===== config.mk =====
export PLATFORM = sky130hd
export DESIGN_NAME = wsd_term
export DESIGN_NICKNAME = d
export VERILOG_FILES = /design/src/wsd_pkg.sv /design/src/wsd_term.sv
export SDC_FILE = /design/constraint.sdc
export NUM_CORES = 1
export LEC_CHECK = 0
export BUFFER_PORTS_ARGS = -buffer_cell sky130_fd_sc_hd__buf_2
export CAP_MARGIN = 25
export CORE_MARGIN = 2
export CORE_UTILIZATION = 55
export DETAILED_ROUTE_END_ITERATION = 7
export PLACE_DENSITY = 0.74
export SYNTH_ARGS = -nofsm -noshare
export SYNTH_HDL_FRONTEND = slang
export SYNTH_SLANG_ARGS = --single-unit
export TNS_END_PERCENT = 20

===== constraint.sdc =====
create_clock -name vclk -period 28.3
set_input_delay 5.66 -clock vclk [all_inputs]
set_output_delay 5.66 -clock vclk [all_outputs]
set_load 0.05 [all_outputs]

===== src/wsd_pkg.sv =====
package wsd_pkg;

  // Fixed field widths
  localparam int GAIN_W     = 16;
  localparam int BASE_W     = 7;
  localparam int MODE_W     = 2;
  localparam int DELTA_W    = 8;
  localparam int DRIVE_W    = 8;
  localparam int CFG_ADDR_W = 3;
  localparam int CFG_DATA_W = 16;

  // Drive level limit, also the left speed range
  localparam int SPEED_LIMIT = 100;

  // Parameter defaults
  localparam int TOTAL_BITS_DEF     = 16;
  localparam int GAIN_FRAC_BITS_DEF = 12;

  // Register reset values
  localparam logic [GAIN_W-1:0] GAIN_PROP_RST  = 16'd6881;
  localparam logic [GAIN_W-1:0] GAIN_INTEG_RST = 16'd913;
  localparam logic [BASE_W-1:0] BASE_SPEED_RST = 7'd50;
  localparam logic [15:0]       TARGET_RST     = 16'd0;

  typedef enum logic [MODE_W-1:0] {
    MODE_FWD   = 2'd0,
    MODE_REV   = 2'd1,
    MODE_ROT_L = 2'd2,
    MODE_ROT_R = 2'd3
  } move_mode_t;

  typedef enum logic [CFG_ADDR_W-1:0] {
    REG_GAIN_PROP    = 3'd0,
    REG_GAIN_INTEG   = 3'd1,
    REG_BASE_SPEED   = 3'd2,
    REG_TARGET_TICKS = 3'd3,
    REG_MOVE_MODE    = 3'd4
  } cfg_reg_t;

endpackage


===== src/wsd_term.sv =====
// Gain times signed error, shifted down with truncation toward zero.
module wsd_term
  import wsd_pkg::*;
#(
  parameter int ERR_W          = DELTA_W + 1,
  parameter int GAIN_FRAC_BITS = GAIN_FRAC_BITS_DEF,
  localparam int PROD_W        = GAIN_W + ERR_W,
  localparam int TERM_W        = PROD_W - GAIN_FRAC_BITS + 1
) (
  input  logic        [GAIN_W-1:0] gain,
  input  logic signed [ERR_W-1:0]  err,
  output logic signed [TERM_W-1:0] term
);

  logic                                 neg;
  logic [ERR_W-1:0]                     mag;
  logic [PROD_W-1:0]                    prod;
  logic [PROD_W-GAIN_FRAC_BITS-1:0]     scaled;

  assign neg    = err[ERR_W-1];
  assign mag    = neg ? ERR_W'(-err) : ERR_W'(err);
  assign prod   = PROD_W'(gain) * PROD_W'(mag);
  assign scaled = prod[PROD_W-1:GAIN_FRAC_BITS];
  assign term   = neg ? -$signed({1'b0, scaled}) : $signed({1'b0, scaled});

endmodule


**Word-level counts from Yosys, hierarchy flattened**

Cells that the tools add are included.

- Word-level logic and storage cells: 5
- Input port bits: 25
- Bits in registers: 0
- Output and inout port bits: 14

- Multiplexer cells: 2
- Add/subtract/negate cells: 2
- Multipliers: 1

Operator list:

| kind | count |
|---|---|
| 16-bit by 9-bit multiplier with 25-bit output | 1 |
| 14-bit 2-to-1 mux | 1 |
| 13-bit negator with 14-bit output | 1 |
| 9-bit 2-to-1 mux | 1 |
| 9-bit negator | 1 |

**Longest topological paths before layout**

- Word-level depth: 5
- Mapped depth: 27
- Gate-level depth less buffers: 24

**Worst setup path before layout**

OpenSTA, ideal clock, no wires.

- Path kind: input to output
- Start point: input port err[0]
- End point: output port term[12]
- Required time: 22640 ps
- Path buffers: 3
- Data arrival time: 13270 ps
- Slack: 9370 ps
- Cell stages on the path: 25
- Path through: buf_2 -> clkbuf_1 -> inv_1 -> ha_1 -> nand2b_1 -> xnor2_1 -> clkbuf_1 -> nand2_1 -> fa_1 -> inv_1 -> fa_1 -> fa_1 -> inv_1 -> fa_1 -> inv_1 -> ha_1 -> nand2_1 -> o21ai_0 -> mux2_2 -> a311oi_1 -> inv_1 -> ha_1 -> nand3b_1 -> o41ai_1 -> xnor2_1

- Longest elaborated chain between the ends: 5

RTL lines:

| what | line | text |
|---|---|---|
| from (decl) | wsd_term.sv:11 | `input logic signed [ERR_W-1:0] err,` |
| 9-bit negator | wsd_term.sv:21 | `assign mag = neg ? ERR_W'(-err) : ERR_W'(err);` |
| 9-bit 2-to-1 mux * | wsd_term.sv:21 |  |
| 16-bit by 9-bit multiplier with 25-bit output * | wsd_term.sv:22 | `assign prod = PROD_W'(gain) * PROD_W'(mag);` |
| 13-bit negator with 14-bit output | wsd_term.sv:24 | `assign term = neg ? -$signed({1'b0, scaled}) : $signed({1'b0, scaled});` |
| 14-bit 2-to-1 mux * | wsd_term.sv:24 |  |
| to (decl) | wsd_term.sv:12 | `output logic signed [TERM_W-1:0] term` |

Every way passes the cells marked *; elsewhere a longest branch is shown, timed or not.

**Worst setup path in the final report**

- Start point: input port err[0]
- End point: output port term[10]

Same word-level chain as after synthesis.

==> impl_metrics.ini <==
[status]
status = completed

[final_layout]
antenna_cells = 0
nClkBuffers = 0
final_nets = 791
design.seq.count = 0
register_area_um2 = 0
fill_cells = 808
synthToLayoutAreaGrowth_pct = 5.83
drive_gt1_share_pct = 9.95

[setup_path]
critPathKind = input port to output pin
crit_arrival_ps = 12470
critPathMaxFanout = 17
crit_start = err[0]
endpoint = term[10]
worstSetupEndpointType = output pin
required_ps = 22640
critPathLaunchType = input port

[timing]
rsz0062_at_grt = no
hold_viol_final = 0
fin_tns_setup_ps = 0
period_needed_ps = 18130
max_slew_margin_pct = 52.7
setup_violations = 0
slew_viol_final = 0
fin_crit_sh_pct = 64.1
worst_slew_pin_slew_ps = 705
timing.fmax_mhz = 55.2

[floorplan]
ios = 39
dieHeight_um = 99.3
core_area_um2 = 8760
start_util_pct = 57.1
fp-row-count = 34
dieArea_um2 = 9870
die_x_um = 99.3

[place]
place.port_buffers = 39
routabilityCongestion = 0.856
dp_hpwl_um = 9710

[global_routing]
first_global_vias = 4404
antenna_found_initial = 0
track_usage_pct = 25.2
grt_pass1_wl_um = 20600
grt_start_max_net_pins = 23
grt_overflow_total = 0

[routing]
firstDrtPassIters = 5
vias_per_cell = 5.69
vias = 4158
antenna_left = 0
drtIter0Drc = 177
finalWirelength_um = 11300
wl_per_cell_um = 15.5
drcViolationCount = 0

[flow_run]
drv_cap = 0

[yosys]
yosysTopAreaCell = fa_1
ys_warn_count = 0
yosysSeqAreaShare_pct = 0
synth.top_cell.area_share_pct = 39.2
syn-num-nets = 768
yosys.cell_types.count = 54
synth_area_per_cell_um2 = 8.31
syn_inst = 602
synthesis.area_um2 = 5000
yosys-top-cells-area = fa_1 39%, ha_1 11%, and2_1 9.5%

[clock_network]
postCtsHoldBufs = 0
cts-resized-gates = 0
cts_setup_buffers = 0

[hold_path]
hp-class = input port to output pin
==> layout make-up <==
cell class | instances | area [um2] | area share (%)
well taps | 108 | 135 | 2.55
repair buffers | 46 | 248 | 4.68
inverters | 122 | 458 | 8.65
multi-input cells | 455 | 4450 | 84.1
==> worst max-delay path: stages <==
cell	delay, ps
buf_2	280
inv_1	80
ha_1	210
nand2b_1	140
o21ai_0	120
xnor2_1	530
buf_4	280
nand2_1	100
fa_1	520
inv_1	50
fa_1	490
fa_1	560
inv_1	60
fa_1	540
inv_1	40
ha_1	350
nand2_1	70
o21ai_0	450
mux2_2	400
a311oi_1	420
inv_1	100
ha_1	240
nand3b_1	160
o31ai_1	120
xnor2_1	190
buf_2	290
==> cell families after synthesis <==
logic type / count (synthesis) / synth area share (%)
AO/OA/AOI/OAI: 84 / 12.5
XOR/XNOR: 26 / 4.55
adder cells (fa/ha/maj): 141 / 50.0
buffers and inverters: 147 / 11.1
multiplexers: 3 / 0.726
AND/OR/NAND/NOR: 201 / 21.1
==> metal layers <==
layer | vias to the layer above | global-route usage, % | share of wire (%)
met1 | 2069 | 33.0 | 41
met5 | - | 0 | 0
met3 | 23 | 0.703 | 4.4
li1 | 1929 | - | -
met2 | 137 | 48.3 | 54
met4 | 0 | 2.42 | 1.3
==> Yosys cell counts (5+ instances only) <==
master    number
nand3_1        5
and2_1        76
clkbuf_1      18
nand2_1       87
ha_1          43
nor2_1         5
a21o_1         6
xor2_1         6
o21ai_0       16
inv_1        122
o31ai_1        5
xnor2_1       20
o21a_1         7
a21oi_1       19
fa_1          98
==> cells in the final DEF (no fill, tap or decap), types with 2 or more instances in the layout <==
cell / n
a211o_1: 4
a21bo_2: 2
a311o_1: 2
buf_4: 7
a21oi_1: 19
and3_1: 3
and2_1: 76
nand3_1: 5
o31ai_1: 5
o211ai_1: 2
nand2_1: 87
a211oi_1: 3
a211oi_2: 2
xor2_1: 6
buf_2: 39
nor2_1: 5
xnor2_1: 20
inv_1: 122
and4_1: 4
o21ai_0: 16
o21a_1: 7
a311oi_1: 2
ha_1: 43
or3_1: 3
nand2b_1: 2
nor2b_1: 2
or4_1: 2
nand4_1: 4
o41ai_1: 3
fa_1: 98
a21o_1: 6
==> metrics by stage <==
step	cell area (um2)	instances	utilization (%)	hold slack [ps]	setup slack [ps]
2_1_floorplan	5000	602	-	11860	9370
3_3_place_gp	5280	730	60.3	11900	10230
3_5_place_dp	5280	730	60.3	11920	10110
4_1_cts	5280	730	60.3	11920	10090
5_1_grt	5290	731	60.4	11950	9750
6_report	5290	731	60.4	11920	10170
==> worst min path at each step <==
stage,to,cells after the start,start,slack [ps]
final,term[11],4,err[8],11920
after global routing,term[13],3,err[8],11950
after CTS,term[11],4,err[8],11920
after detailed placement,term[11],4,err[8],11920
after global placement,term[13],3,err[8],11900
after floorplan,term[8],3,err[8],11860
Power is left out: the tool's default activity adds up to more than one toggle a clock period on the data nets, which glitch-free logic cannot reach.
